## src/rtl/core/cpv_ram.sv

```systemverilog
module cpv_ram #(
    parameter int WIDTH = 64,
    parameter int DEPTH = 64
) (
    input  logic                       i_clk,
    input  logic                       i_we,
    input  logic [$clog2(DEPTH)-1:0]   i_waddr,
    input  logic [WIDTH-1:0]           i_wdata,
    input  logic [$clog2(DEPTH)-1:0]   i_raddr,
    output logic [WIDTH-1:0]           o_rdata
);

    logic [WIDTH-1:0] r_mem [DEPTH];

    always_ff @(posedge i_clk) begin
        if (i_we) begin
            r_mem[i_waddr] <= i_wdata;
        end
        o_rdata <= r_mem[i_raddr];
    end

endmodule

```

## config.mk

```make
export PLATFORM = sky130hd
export DESIGN_NAME = cpv_ram
export DESIGN_NICKNAME = d
export VERILOG_FILES = /design/src/rtl/core/cpv_ram.sv
export SDC_FILE = /design/constraint.sdc
export NUM_CORES = 2
export LEC_CHECK = 0
export BUFFER_PORTS_ARGS = -buffer_cell sky130_fd_sc_hd__buf_2
export CELL_PAD_IN_SITES_DETAIL_PLACEMENT = 0
export CELL_PAD_IN_SITES_GLOBAL_PLACEMENT = 2
export CORE_ASPECT_RATIO = 0.75
export CORE_MARGIN = 2
export CORE_UTILIZATION = 35
export DETAILED_ROUTE_END_ITERATION = 7
export GPL_TIMING_DRIVEN = 0
export PLACE_DENSITY_LB_ADDON = 0.25
export SLEW_MARGIN = 40
export SYNTH_ARGS = -nofsm -noshare
export SYNTH_HDL_FRONTEND = slang
export SYNTH_SLANG_ARGS = --single-unit
```

## constraint.sdc

```tcl
create_clock -name i_clk -period 7.8 [get_ports i_clk]
set_input_delay 1.17 -clock i_clk [delete_from_list [all_inputs] [get_ports i_clk]]
set_output_delay 1.17 -clock i_clk [all_outputs]
set_load 0.01 [all_outputs]
```

==> results.toml <==
[route]
vias_per_cell = 5.61
firstDrtPassIters = 5
vias = 77600
drc = 0
post_drt_wl_per_cell_um = 34.5
postRouteAntennaNets = 1
postRouteWirelength_um = 477000
drt-initial-drc-count = 11300

[placed_design]
port_buffers = 133
dpl_worst_slack_ns = 2.33
gp_congestion = 0.786
place.detailed.hpwl_um = 335000

[logic_synthesis]
yosysMostFrequentCell = "edfxtp_1"
synthesis.nets = 6676
synth-simple-area-share = 0.0124
yosysTopAreaCellShare = 0.787
synth-adder-area-share = 0
synth_edf_count = 4096
syn_inst = 6598
synth.area.top_cells = "edfxtp_1 79%, mux4_2 15%, mux2i_1 0.86%, dfxtp_1 0.82%, a22oi_1 0.81%"
synth-seq-cells = 4160
avgSynthCellArea_um2 = 23.7
synth_top_family_by_area = "multiplexers"
netlist_top_cells_count = "4,096 x edfxtp_1, 1,024 x mux4_2, 170 x buf_2, 168 x a22oi_1, 140 x clkbuf_1"
synth_top_area_cell = "edfxtp_1"
synth_xor_area_frac = 0
synth_compound_area_frac = 0.0248
netlist-cell-type-count = 33
ys_warn_count = 0
seq_area_frac_synth = 0.795
netlist_area_um2 = 156000
synthArstFlopShare = 0
ys_dominant_reg_cell = "edfxtp_1"
synth_mux_area_frac = 0.156

[timing]
final_max_slew_viol_count = 0
tns_ns = 0
finalClockSkew_ns = 0.0916
min_period_ns = 4.46
setup_ws_ns = 3.34
tightestPinTransition_ns = 1.02
finalSetupViolCount = 0
period_share = 0.572
grt_setup_unrepaired = "no"
max_freq_mhz = 224
finalHoldViolations = 0
relSlewSlack = 0.323

[grt]
grt_max_degree = 65
grt_pass1_wl_um = 650000
grt_pass1_vias = 77000
overflow = 0
antenna_found_initial = 59
grt_usage = 0.207

[setup_path]
end_kind = "flop"
crit_path_cell_trace = "buf_4 -> buf_4 -> buf_2 -> buf_2 -> mux4_2 -> mux2i_1 -> o22ai_1 -> a31oi_1 -> a211oi_1"
cp_slowest_cell = "a211oi_1"
cp.arrival_ns = 5.27
criticalPathCategory = "in2reg"
rrSetupSlack_ns = 5.09
critPathBufInv = 4
worst-path-max-fanout = 10
slowest_delay_ns = 0.79
critPathLaunchType = "input pin"
worstPathRequired_ns = 8.61
cp_top_family = "buffers and inverters"

[cells_and_area]
syn2layout_area_growth_pct = 19.9
num-nets-final = 7647
drive_gt1_frac = 0.328

[outcome]
status = "finished with violations"
violations = "antenna rules"

[pwr]
power_leakage_nw = 58.8
p_per_area_nw_per_um2 = 252
vdd_drop_max_v = 0.000222

[flow_run]
maxCapViolations = 0

[cts]
htree_levels = 5
cts_buffers = 416
path_clk_slew_ns = 0.07
clk_latency_ns = 1.04
clockBufferDepth = 4
cts_hold_buf = 0
cts_tree = "done"
post_cts_resized = 0
cts_setup_buffers = 0
clk_root_buffer_cell = "clkbuf_16"
clock-sinks = 4160

[floorplan]
initial_core_util = 0.351
dieArea_um2 = 452000
io_pins = 142
die_x_um = 776
core_um2 = 445000
dieHeight_um = 583
num_rows = 212

[hold_path]
hold_path.class = "in2reg"
## logic make-up (layout without fill, tap and decap cells)
group	count (synthesis)	count (layout)
muxes	1159	1159
and+or+nand+nor	386	386
DFF	4160	4160
AOI/OAI and AO/OA	504	504
other	0	37
buffers and inverters	389	1707
## report_power, final
group,leakage [nW],internal [mW],switching (mW)
clock network,6.52,11.1,8.67
registers,37.4,24.7,0.0490
logic,14.9,0.878,1.81
## worst paths after layout
| check | start | to | cells past startpoint |
|---|---|---|---|
| hold reg to reg | r_mem[36][26] | o_rdata[26] | 4 |
| setup reg to reg | r_mem[58][55] | o_rdata[55] | 5 |
| setup / recovery | i_raddr[1] | o_rdata[57] | 9 |
| hold / removal | i_wdata[53] | r_mem[29][53] | 1 |
## layout by cell type, fill, tap and decap left out, types with 48 or more instances in the layout
master     instances
a211oi_1          50
a22o_1            88
a22oi_1          168
and3_1            64
buf_16           190
buf_2            261
buf_4            111
buf_8            171
clkbuf_1         185
clkbuf_16        423
clkinv_1          96
clkinv_2          80
dfxtp_1           64
edfxtp_1        4096
mux2i_1          135
mux4_2          1024
nand2_1           56
nor2_1            48
nor2_4            63
## sequential cells by signal (all words and copies together) (netlist names)
signal,count
o_rdata,64
r_mem,4096
## stage by stage
step | util | cell area (µm²) | hold WS [ns] | power [mW] | std cells
CTS | 0.420 | 187000 | 0.560 | 47.6 | 13800
floorplan | - | 156000 | 0.788 | 26.4 | 6598
finish | 0.422 | 188000 | 0.528 | 47.3 | 13800
detailed placement | 0.390 | 174000 | 0.916 | 27.9 | 13000
global placement | 0.370 | 164000 | 0.926 | 27.8 | 12600
global route | 0.421 | 187000 | 0.470 | 48.6 | 13800
## layer usage
| metal | routed length, µm | share of wire | GRT usage |
|---|---|---|---|
| met2 | 208000 | 0.44 | 0.304 |
| met3 | 41900 | 0.088 | 0.0382 |
| met4 | 10400 | 0.022 | 0.0438 |
| met5 | 65 | 0.00014 | 0 |
| met1 | 217000 | 0.45 | 0.323 |
## final cells by class
class                           instances  area, µm²
Antenna cell                           37       92.6
Buffer                                370       1850
Clock buffer                          522      11100
Clock inverter                        243       2170
Fill cell                           37900     257000
Inverter                               19       71.3
Multi-Input combinational cell       2049      31300
Sequential cell                      4160     124000
Tap cell                             5885       7360
Timing Repair Buffer                  553       9260
(Power assumes the default switching activity.)
